<file path="src/rtl/sm3_pkg.sv">
package sm3_pkg;

  localparam logic [31:0] TLow  = 32'h79cc4519;
  localparam logic [31:0] THigh = 32'h7a879d8a;

  localparam logic [255:0] Iv = {
    32'h7380166f, 32'h4914b2b9, 32'h172442d7, 32'hda8a0600,
    32'ha96f30bc, 32'h163138aa, 32'he38dee4d, 32'hb0fb0e4e
  };

  localparam logic [31:0] PadWord = 32'h80000000;

  // one queued word for the back end
  typedef struct packed {
    logic [31:0] word;
    logic        flush;   // last word of the message block: emit digest after
  } blk_word_t;

  function automatic logic [31:0] rotl(input logic [31:0] x, input logic [4:0] n);
    logic [63:0] d;
    d = {x, x} << n;
    return d[63:32];
  endfunction

  function automatic logic [31:0] perm0(input logic [31:0] x);
    return x ^ rotl(x, 5'd9) ^ rotl(x, 5'd17);
  endfunction

  function automatic logic [31:0] perm1(input logic [31:0] x);
    return x ^ rotl(x, 5'd15) ^ rotl(x, 5'd23);
  endfunction

endpackage

</file>
<file path="src/rtl/sm3_hash_engine.sv">
// SM3 hash engine.
// Input channel: in_valid_i / in_stall_o with data_word_i (big-endian
// message bytes), valid_bytes_i (0..4, larger values taken as 4, used on the final word) and last_i.
// Output channel: out_valid_o / out_stall_i carrying digest_word_o,
// word_index_o and last_word_o; eight transfers per message.
// The front end takes one word per cycle unless in_stall_o is high,
// appends 0x80, zeros and the 64-bit bit length, and queues words for
// the compression core. The core loads 16 words (one per cycle while
// the queue has data) then runs 64 rounds, one per cycle, plus a fold
// step; it takes no new words until then, so the round loop sets the rate.
// After the final word the front end queues up to 18 padding and length
// words (the switch to the length words is a state step of its own);
// each block still to compress then runs through the core, and the
// digest leaves in eight output transfers.
// At reset the chaining value returns to the SM3 IV, counters clear.
// When the receiver stalls, the current digest word holds; the core and
// then the queue and front end back up, and in_stall_o rises.
module sm3_hash_engine #(
  parameter int unsigned QueueDepth = 4
) (
  input  logic        clk_i,
  input  logic        rst_ni,
  input  logic        in_valid_i,
  output logic        in_stall_o,
  input  logic [31:0] data_word_i,
  input  logic [2:0]  valid_bytes_i,
  input  logic        last_i,
  output logic        out_valid_o,
  input  logic        out_stall_i,
  output logic [31:0] digest_word_o,
  output logic [2:0]  word_index_o,
  output logic        last_word_o
);
  import sm3_pkg::*;

  blk_word_t f_word, c_word;
  logic      f_valid, f_stall, c_valid, c_stall;

  sm3_front u_front (
    .clk_i, .rst_ni, .in_valid_i, .in_stall_o, .data_word_i, .valid_bytes_i, .last_i,
    .q_valid_o(f_valid), .q_stall_i(f_stall), .q_word_o(f_word)
  );

  sm3_fifo #(.Depth(QueueDepth)) u_fifo (
    .clk_i, .rst_ni,
    .wr_valid_i(f_valid), .wr_stall_o(f_stall), .wr_data_i(f_word),
    .rd_valid_o(c_valid), .rd_stall_i(c_stall), .rd_data_o(c_word)
  );

  sm3_core u_core (
    .clk_i, .rst_ni,
    .q_valid_i(c_valid), .q_stall_o(c_stall), .q_word_i(c_word),
    .out_stall_i, .out_valid_o, .digest_word_o, .word_index_o, .last_word_o
  );

  assert property (@(posedge clk_i) disable iff (!rst_ni)
    (out_valid_o && !out_stall_i && last_word_o) |=> !out_valid_o)
    else $error("digest ran past eighth word");
  assert property (@(posedge clk_i) disable iff (!rst_ni)
    (out_valid_o && !out_stall_i && !last_word_o) |=> out_valid_o)
    else $error("digest words not contiguous");
  assert property (@(posedge clk_i) disable iff (!rst_ni)
    out_valid_o |-> (last_word_o == (word_index_o == 3'd7)))
    else $error("last flag mismatch");

endmodule

</file>
<file path="src/rtl/sm3_front.sv">
// Front end: counts bits, masks the final word and generates padding words.
module sm3_front (
  input  logic                    clk_i,
  input  logic                    rst_ni,
  input  logic                    in_valid_i,
  output logic                    in_stall_o,
  input  logic [31:0]             data_word_i,
  input  logic [2:0]              valid_bytes_i,
  input  logic                    last_i,
  output logic                    q_valid_o,
  input  logic                    q_stall_i,
  output sm3_pkg::blk_word_t      q_word_o
);
  import sm3_pkg::*;

  typedef enum logic [3:0] {
    StIdle = 4'b0001,
    StPad  = 4'b0010,
    StLenH = 4'b0100,
    StLenL = 4'b1000
  } fr_state_e;

  fr_state_e   state_q, state_d;
  logic [63:0] bits_q, bits_d;
  logic [3:0]  pos_q, pos_d;
  logic        pad80_q, pad80_d;   // 0x80 word still owed
  logic [2:0]  nb;
  logic [31:0] keep, masked;
  logic        push;

  always_comb begin
    nb = (valid_bytes_i > 3'd4) ? 3'd4 : valid_bytes_i;
    case (nb)
      3'd0:    keep = 32'h0;
      3'd1:    keep = 32'hff000000;
      3'd2:    keep = 32'hffff0000;
      3'd3:    keep = 32'hffffff00;
      default: keep = 32'hffffffff;
    endcase
    case (nb)
      3'd0:    masked = 32'h80000000;
      3'd1:    masked = (data_word_i & keep) | 32'h00800000;
      3'd2:    masked = (data_word_i & keep) | 32'h00008000;
      3'd3:    masked = (data_word_i & keep) | 32'h00000080;
      default: masked = data_word_i;
    endcase
  end

  assign push = q_valid_o && !q_stall_i;

  always_comb begin
    state_d   = state_q;
    bits_d    = bits_q;
    pos_d     = pos_q;
    pad80_d   = pad80_q;
    q_valid_o = 1'b0;
    q_word_o  = '{word: 32'h0, flush: 1'b0};
    in_stall_o = 1'b1;
    case (state_q)
      StIdle: begin
        q_valid_o  = in_valid_i;
        q_word_o.word = last_i ? masked : data_word_i;
        in_stall_o = q_stall_i;
        if (in_valid_i && !q_stall_i) begin
          pos_d  = pos_q + 4'd1;
          bits_d = bits_q + (last_i ? {58'd0, nb, 3'd0} : 64'd32);
          if (last_i) begin
            pad80_d = (nb == 3'd4);
            state_d = StPad;
          end
        end
      end
      StPad: begin
        if (!pad80_q && pos_q == 4'd14) begin
          state_d = StLenH;
        end else begin
          q_valid_o = 1'b1;
          if (pad80_q) q_word_o.word = PadWord;
          if (!q_stall_i) begin
            pad80_d = 1'b0;
            pos_d = pos_q + 4'd1;
          end
        end
      end
      StLenH: begin
        q_valid_o = 1'b1;
        q_word_o.word = bits_q[63:32];
        if (!q_stall_i) state_d = StLenL;
      end
      StLenL: begin
        q_valid_o = 1'b1;
        q_word_o.word  = bits_q[31:0];
        q_word_o.flush = 1'b1;
        if (!q_stall_i) begin
          state_d = StIdle;
          bits_d  = 64'd0;
          pos_d   = 4'd0;
        end
      end
      default: state_d = StIdle;
    endcase
  end

  always_ff @(posedge clk_i or negedge rst_ni) begin
    if (!rst_ni) begin
      state_q <= StIdle;
      bits_q  <= 64'd0;
      pos_q   <= 4'd0;
      pad80_q <= 1'b0;
    end else begin
      state_q <= state_d;
      bits_q  <= bits_d;
      pos_q   <= pos_d;
      pad80_q <= pad80_d;
    end
  end

  assert property (@(posedge clk_i) disable iff (!rst_ni)
    (state_q == StLenH) |-> (pos_q == 4'd14))
    else $error("length word not at position 14");
  assert property (@(posedge clk_i) disable iff (!rst_ni)
    (push && q_word_o.flush) |=> (state_q == StIdle && bits_q == 64'd0))
    else $error("front did not restart after flush");
  assert property (@(posedge clk_i) disable iff (!rst_ni)
    (state_q != StIdle) |-> in_stall_o)
    else $error("input taken during padding");

endmodule

</file>
<file path="src/rtl/sm3_fifo.sv">
// Small queue between front and back end.
module sm3_fifo #(
  parameter int unsigned Depth = 4
) (
  input  logic               clk_i,
  input  logic               rst_ni,
  input  logic               wr_valid_i,
  output logic               wr_stall_o,
  input  sm3_pkg::blk_word_t wr_data_i,
  output logic               rd_valid_o,
  input  logic               rd_stall_i,
  output sm3_pkg::blk_word_t rd_data_o
);
  import sm3_pkg::*;

  localparam int unsigned AW = (Depth > 1) ? $clog2(Depth) : 1;

  blk_word_t           mem_q [Depth];
  logic [AW-1:0]       wp_q, rp_q;
  logic [AW:0]         cnt_q;
  logic                wr, rd;

  assign wr_stall_o = (cnt_q == (AW+1)'(Depth));
  assign rd_valid_o = (cnt_q != '0);
  assign wr = wr_valid_i && !wr_stall_o;
  assign rd = rd_valid_o && !rd_stall_i;
  assign rd_data_o = mem_q[rp_q];

  always_ff @(posedge clk_i) begin
    if (wr) mem_q[wp_q] <= wr_data_i;
  end

  always_ff @(posedge clk_i or negedge rst_ni) begin
    if (!rst_ni) begin
      wp_q <= '0;
      rp_q <= '0;
      cnt_q <= '0;
    end else begin
      if (wr) wp_q <= (wp_q == AW'(Depth - 1)) ? '0 : wp_q + AW'(1);
      if (rd) rp_q <= (rp_q == AW'(Depth - 1)) ? '0 : rp_q + AW'(1);
      cnt_q <= cnt_q + (AW+1)'(wr) - (AW+1)'(rd);
    end
  end

  assert property (@(posedge clk_i) disable iff (!rst_ni)
    cnt_q <= (AW+1)'(Depth))
    else $error("queue count overflow");
  assert property (@(posedge clk_i) disable iff (!rst_ni)
    (wr && !rd) |=> (cnt_q == $past(cnt_q) + (AW+1)'(1)))
    else $error("queue count slip");
  assert property (@(posedge clk_i) disable iff (!rst_ni)
    (rd && !wr) |=> (cnt_q == $past(cnt_q) - (AW+1)'(1)))
    else $error("queue count slip");

endmodule

</file>
<file path="src/rtl/sm3_core.sv">
// Back end: collects 16 words, compresses with one round per cycle,
// message expansion on the fly in a 16-word window, emits the digest.
module sm3_core (
  input  logic               clk_i,
  input  logic               rst_ni,
  input  logic               q_valid_i,
  output logic               q_stall_o,
  input  sm3_pkg::blk_word_t q_word_i,
  input  logic               out_stall_i,
  output logic               out_valid_o,
  output logic [31:0]        digest_word_o,
  output logic [2:0]         word_index_o,
  output logic               last_word_o
);
  import sm3_pkg::*;

  typedef enum logic [3:0] {
    StLoad  = 4'b0001,
    StRound = 4'b0010,
    StFold  = 4'b0100,
    StOut   = 4'b1000
  } core_state_e;

  core_state_e  state_q;
  logic [31:0]  w_q [16];
  logic [31:0]  v_q [8];
  logic [31:0]  r_q [8];
  logic [3:0]   pos_q;
  logic [5:0]   rnd_q;
  logic [2:0]   oidx_q;
  logic         flush_q;
  logic         take;
  logic [31:0]  a12, ss1, ss2, ff, gg, tt1, tt2, tj, wnew;

  assign q_stall_o = (state_q != StLoad);
  assign take = q_valid_i && (state_q == StLoad);

  always_comb begin
    tj   = rotl((rnd_q < 6'd16) ? TLow : THigh, rnd_q[4:0]);
    a12  = rotl(r_q[0], 5'd12);
    ss1  = rotl(a12 + r_q[4] + tj, 5'd7);
    ss2  = ss1 ^ a12;
    if (rnd_q < 6'd16) begin
      ff = r_q[0] ^ r_q[1] ^ r_q[2];
      gg = r_q[4] ^ r_q[5] ^ r_q[6];
    end else begin
      ff = (r_q[0] & r_q[1]) | (r_q[0] & r_q[2]) | (r_q[1] & r_q[2]);
      gg = (r_q[4] & r_q[5]) | (~r_q[4] & r_q[6]);
    end
    tt1  = ff + r_q[3] + ss2 + (w_q[0] ^ w_q[4]);
    tt2  = gg + r_q[7] + ss1 + w_q[0];
    // W[j+16] from the window W[j..j+15]
    wnew = perm1(w_q[0] ^ w_q[7] ^ rotl(w_q[13], 5'd15)) ^ rotl(w_q[3], 5'd7) ^ w_q[10];
  end

  assign out_valid_o   = (state_q == StOut);
  assign digest_word_o = v_q[oidx_q];
  assign word_index_o  = oidx_q;
  assign last_word_o   = (oidx_q == 3'd7);

  always_ff @(posedge clk_i) begin
    if (take) w_q[pos_q] <= q_word_i.word;
    if (state_q == StRound) begin
      for (int i = 0; i < 15; i++) w_q[i] <= w_q[i+1];
      w_q[15] <= wnew;
    end
  end

  always_ff @(posedge clk_i or negedge rst_ni) begin
    if (!rst_ni) begin
      state_q <= StLoad;
      pos_q   <= 4'd0;
      rnd_q   <= 6'd0;
      oidx_q  <= 3'd0;
      flush_q <= 1'b0;
      for (int i = 0; i < 8; i++) begin
        v_q[i] <= Iv[255-32*i -: 32];
        r_q[i] <= 32'h0;
      end
    end else begin
      case (state_q)
        StLoad: if (take) begin
          pos_q <= pos_q + 4'd1;
          if (pos_q == 4'd15) begin
            flush_q <= q_word_i.flush;
            rnd_q   <= 6'd0;
            for (int i = 0; i < 8; i++) r_q[i] <= v_q[i];
            state_q <= StRound;
          end
        end
        StRound: begin
          r_q[3] <= r_q[2];
          r_q[2] <= rotl(r_q[1], 5'd9);
          r_q[1] <= r_q[0];
          r_q[0] <= tt1;
          r_q[7] <= r_q[6];
          r_q[6] <= rotl(r_q[5], 5'd19);
          r_q[5] <= r_q[4];
          r_q[4] <= perm0(tt2);
          rnd_q  <= rnd_q + 6'd1;
          if (rnd_q == 6'd63) state_q <= StFold;
        end
        StFold: begin
          for (int i = 0; i < 8; i++) v_q[i] <= v_q[i] ^ r_q[i];
          oidx_q  <= 3'd0;
          state_q <= flush_q ? StOut : StLoad;
        end
        StOut: if (!out_stall_i) begin
          oidx_q <= oidx_q + 3'd1;
          if (oidx_q == 3'd7) begin
            for (int i = 0; i < 8; i++) v_q[i] <= Iv[255-32*i -: 32];
            state_q <= StLoad;
          end
        end
        default: state_q <= StLoad;
      endcase
    end
  end

  assert property (@(posedge clk_i) disable iff (!rst_ni)
    (state_q == StRound && rnd_q == 6'd63) |=> (state_q == StFold))
    else $error("round count slip");
  assert property (@(posedge clk_i) disable iff (!rst_ni)
    (state_q == StOut) |-> (pos_q == 4'd0))
    else $error("digest with partial block");
  assert property (@(posedge clk_i) disable iff (!rst_ni)
    (out_valid_o && out_stall_i) |=> (out_valid_o && $stable(oidx_q)))
    else $error("stalled digest word moved");

endmodule

</file>
<file path="config.mk">
export PLATFORM = sky130hd
export DESIGN_NAME = sm3_hash_engine
export DESIGN_NICKNAME = d
export VERILOG_FILES = /design/src/rtl/sm3_pkg.sv /design/src/rtl/sm3_hash_engine.sv /design/src/rtl/sm3_front.sv /design/src/rtl/sm3_fifo.sv /design/src/rtl/sm3_core.sv
export SDC_FILE = /design/constraint.sdc
export NUM_CORES = 2
export LEC_CHECK = 0
export ABC_AREA = 1
export BUFFER_PORTS_ARGS = -buffer_cell sky130_fd_sc_hd__buf_2
export CORE_ASPECT_RATIO = 1.5
export CORE_MARGIN = 5
export CORE_UTILIZATION = 55
export CTS_BUF_LIST = sky130_fd_sc_hd__clkbuf_2
export DETAILED_ROUTE_END_ITERATION = 7
export PLACE_DENSITY = 0.76
export SLEW_MARGIN = 20
export SYNTH_ARGS = -nofsm -noshare
export SYNTH_HDL_FRONTEND = slang
export SYNTH_SLANG_ARGS = --single-unit
</file>
<file path="constraint.sdc">
create_clock -name clk_i -period 21.9 [get_ports clk_i]
set_clock_uncertainty 0.1 [all_clocks]
set_input_delay 1.095 -clock clk_i [delete_from_list [all_inputs] [get_ports clk_i]]
set_output_delay 1.095 -clock clk_i [all_outputs]
set_load 0.02 [all_outputs]
</file>
==> summary.md <==
| Metric | Value |
|---|---|
| Run status | completed |
| Top FF cell, synth | edfxtp_1 |
| Worst slew margin | a little under a tenth |
| Core Rows | roughly 160 |
| Crit path largest cell delay | around 0.86 ns |
| H-tree lvl count | 5 |
| Tcrit/Tclk final | 46.5% |
| Area growth syn-to-layout | 7.87% |
| First-pass GRT wire length | roughly 420000 µm |
| Critical-path maximum fanout | 36 |
| TritonCTS Buffers | around 320 |
| Grt total ovfl | 0 |
| IO Port Bufs | 77 |
| Largest net degree at the start of global routing | approximately 200 |
| Count of pins over their slew limit | 0 |
| RR Startpoint | u_core.rnd_q[4] |
| Crit path from | u_core.rnd_q[4] |
| Num ports | a little under 80 |
| Nature of the critical path startpoint | flip-flop |
| Initial DRC count | slightly below 7k |
| Total of fill cells in the finished design | about 11k |
| Via count | 62.2k |
| Register area share after synthesis | 48.9% |
| Final hold vios | 0 |
| Detail Placement HPWL | 220000 µm |
| Gr usage total | between 40% and 50% |
| Max Fclk | a little under 0.1 GHz |
| Critical path's top delay family | compound AO/OA/AOI/OAI gates |
| Top cells by area, synth | edfxtp_1 (27%), dfrtp_1 (17%), nand2_1 (11%), fa_1 (5.4%), inv_1 (5.0%) |
| Area of the mapped netlist | between 70000 and 80000 µm² |
| Commonest non-fill, non-tap cell in the layout | nand2_1 |
| Post-CTS Setup Bufs | 0 |
| Max clock buf depth | 4 |
| FFs w/ async S/R, synth | 48.5% |
| DRC Markers | 0 |
| Critical path's most frequent cell | nand2_1 |
| Die X | just over 300 µm |
| Number of enable flip-flop cells after synthesis | 644 |
| Hold buffers post-CTS | 51 |
| Endpoint type of the worst setup path | flip-flop |
| #FFs+latches synth | around 1.3k |
| Clock Sinks | 1251 |
| Clk Latency, worst-skew pair | 1.89 ns |
| Worst Hold Class | primary input to flip-flop |
| Layout Nets | 8545 |
| Arrival @ worst endpoint | 11.67 ns |
| Synth warn | 0 |
| Tightest Pin Transition | between 1 and 1.5 ns |
| Netlist cell types | 71 |
| Die Y | 450 µm |
| Min-delay src | data_word_i[11] |
| DR vias/cell | 6.12 |
| Number of gates resized after cts | 0 |
| Max-cap violations | 0 |
| Post-Syn Nets | between 8k and 9k |
| Post-Syn Instances | roughly 8k |
| Worst-path clk slew | between 0.1 and 0.15 ns |
| Crit path required time | approximately 23 ns |
| Most frequent cells in the layout | nand2_1 (2036), inv_1 (936), edfxtp_1 (644), o21ai_0 (632), a21oi_1 (565) |
| Gpl congestion | approximately 1.0 |
| Initial antenna violation count | 19 |
| TNS Setup | 0 ns |
| Yosys top cell by area | edfxtp_1 |
| DRT Wirelength | slightly below 300000 µm |
| Vias in the first global route | ~60k |
| Antenna violation net count after detailed routing | 0 |
| Post-synth top area share | between 20 and 30% |
| Final setup vio count | 0 |
| Slowest-stage cell, CP | o21ai_0 |
| Drt first pass iters | 6 |
| Share of layout cells above drive strength 1 | between 10 and 15% |
| CP Buf/Inv Count | 7 |
| Die area | between 100000 and 150000 µm² |
| Mean post-synth cell area | roughly 9 µm² |
| CTS tree | yes |
| Setup CP Type | flip-flop to flip-flop |
| Initial core utilization | 55.3% |
| Clock Root Buffer | clkbuf_2 |
| RSZ-0062 raised after global routing | no |
| Final min period | ~10 ns |
| Core area | between 100000 and 150000 µm² |
| Routed wire per std cell | 29.2 µm |
## worst register-to-register path, delay by kind of cell (launching register included)
| kind | cells | cell delay [ns] |
|---|---|---|
| flops | 1 | 0.39 |
| xor+xnor | 2 | 0.85 |
| compound gates | 10 | 3.11 |
| simple gates | 9 | 1.30 |
| fa+ha+maj | 7 | 2.89 |
| buf+inv | 7 | 1.29 |
## per-stage QoR
stage | utilization, % | hold WS [ns] | area [µm²] | cells | setup WS, ns
6_report | 59.7 | 0.209 | 76400 | 10200 | 11.73
4_1_cts | 59.6 | 0.0307 | 76300 | 10100 | 12.00
2_1_floorplan | - | 0.323 | 70900 | 8031 | 14.68
3_5_place_dp | 56.9 | 0.342 | 73000 | 9541 | 12.21
3_3_place_gp | 56.9 | 0.336 | 72900 | 9539 | 12.08
5_1_grt | 59.6 | 0.136 | 76400 | 10200 | 11.64
## metal layers
metal | up-vias | track usage, % | wire [µm] | part of all wire [%]
met5 | - | 0 | 35 | 0.012
met4 | 6 | 47.2 | 41800 | 14
met3 | 1239 | 11.6 | 25000 | 8.4
met2 | 3709 | 70.0 | 141000 | 48
met1 | 29800 | 42.2 | 88800 | 30
li1 | 27400 | - | - | -
## cells in the mapped netlist (3+ instances only)
| cell type | instances |
|---|---|
| nor2_2 | 7 |
| fa_1 | 190 |
| nor3b_1 | 3 |
| inv_1 | 939 |
| edfxtp_1 | 644 |
| inv_2 | 13 |
| a21o_1 | 10 |
| a31oi_1 | 105 |
| dfrtp_1 | 486 |
| or2_2 | 36 |
| o21a_1 | 69 |
| buf_4 | 3 |
| o211ai_1 | 9 |
| xnor3_1 | 3 |
| nor3_4 | 4 |
| nand3_1 | 396 |
| xnor2_1 | 85 |
| nand3b_1 | 6 |
| nand2_2 | 9 |
| o22ai_1 | 271 |
| a221oi_1 | 36 |
| nand4_1 | 43 |
| nand3_2 | 3 |
| buf_2 | 80 |
| o21ai_1 | 19 |
| dfstp_2 | 121 |
| nor3_2 | 7 |
| xor2_1 | 230 |
| mux2i_1 | 35 |
| buf_1 | 37 |
| clkbuf_1 | 249 |
| nor4_1 | 14 |
| o31ai_1 | 22 |
| o21bai_1 | 32 |
| o21ai_0 | 637 |
| nor2_4 | 6 |
| nand2_1 | 2040 |
| a21oi_1 | 565 |
| o221ai_1 | 40 |
| nor2_1 | 314 |
| ha_1 | 116 |
| a21boi_0 | 5 |
| nor3_1 | 59 |
## state kept, by name, summed over array words and instances (netlist names), 4 cells and up
register         flops
u_core.a12          32
u_front.state_q      4
u_core.state_q       4
u_core.w_q         512
u_fifo.mem_q       132
u_front.bits_q      61
u_core.rnd_q         6
u_front.pos_q        4
u_core.v_q         256
u_core.r_q         224
u_core.pos_q         4
## cell type report
cell class / count / area, µm² / share of cell area [%]
clock buffers: 446 / 2230 / 2.92
multi-input cells: 5457 / 31500 / 41.2
flip-flops and latches: 1251 / 34700 / 45.4
repair buffers: 220 / 1670 / 2.18
well taps: 1711 / 2140 / 2.80
clock inverters: 106 / 599 / 0.784
diodes: 15 / 37.5 / 0.0491
inverters: 954 / 3610 / 4.72
## final timing paths
path	to	slack [ns]	cells past startpoint
hold reg to reg	u_core.w_q[10][10]	0.31	2
setup / recovery	u_core.a12[11]	11.73	35
setup reg to reg	u_core.a12[11]	11.73	35
hold / removal	u_fifo.mem_q[2][12]	0.21	4
max in group asynchronous	u_core.v_q[178]	18.01	7
min in group asynchronous	u_core.v_q[161]	0.46	3
## cells by family after synthesis
kind of cell	share of synthesized area (%)
simple gates	17.3
flops	48.9
mux	0.494
fa+ha+maj	7.42
xor+xnor	4.01
buf+inv	7.17
compound gates	14.7
Power is left out: the tool's default activity adds up to more than one toggle a clock period on the data nets, which glitch-free logic cannot reach.
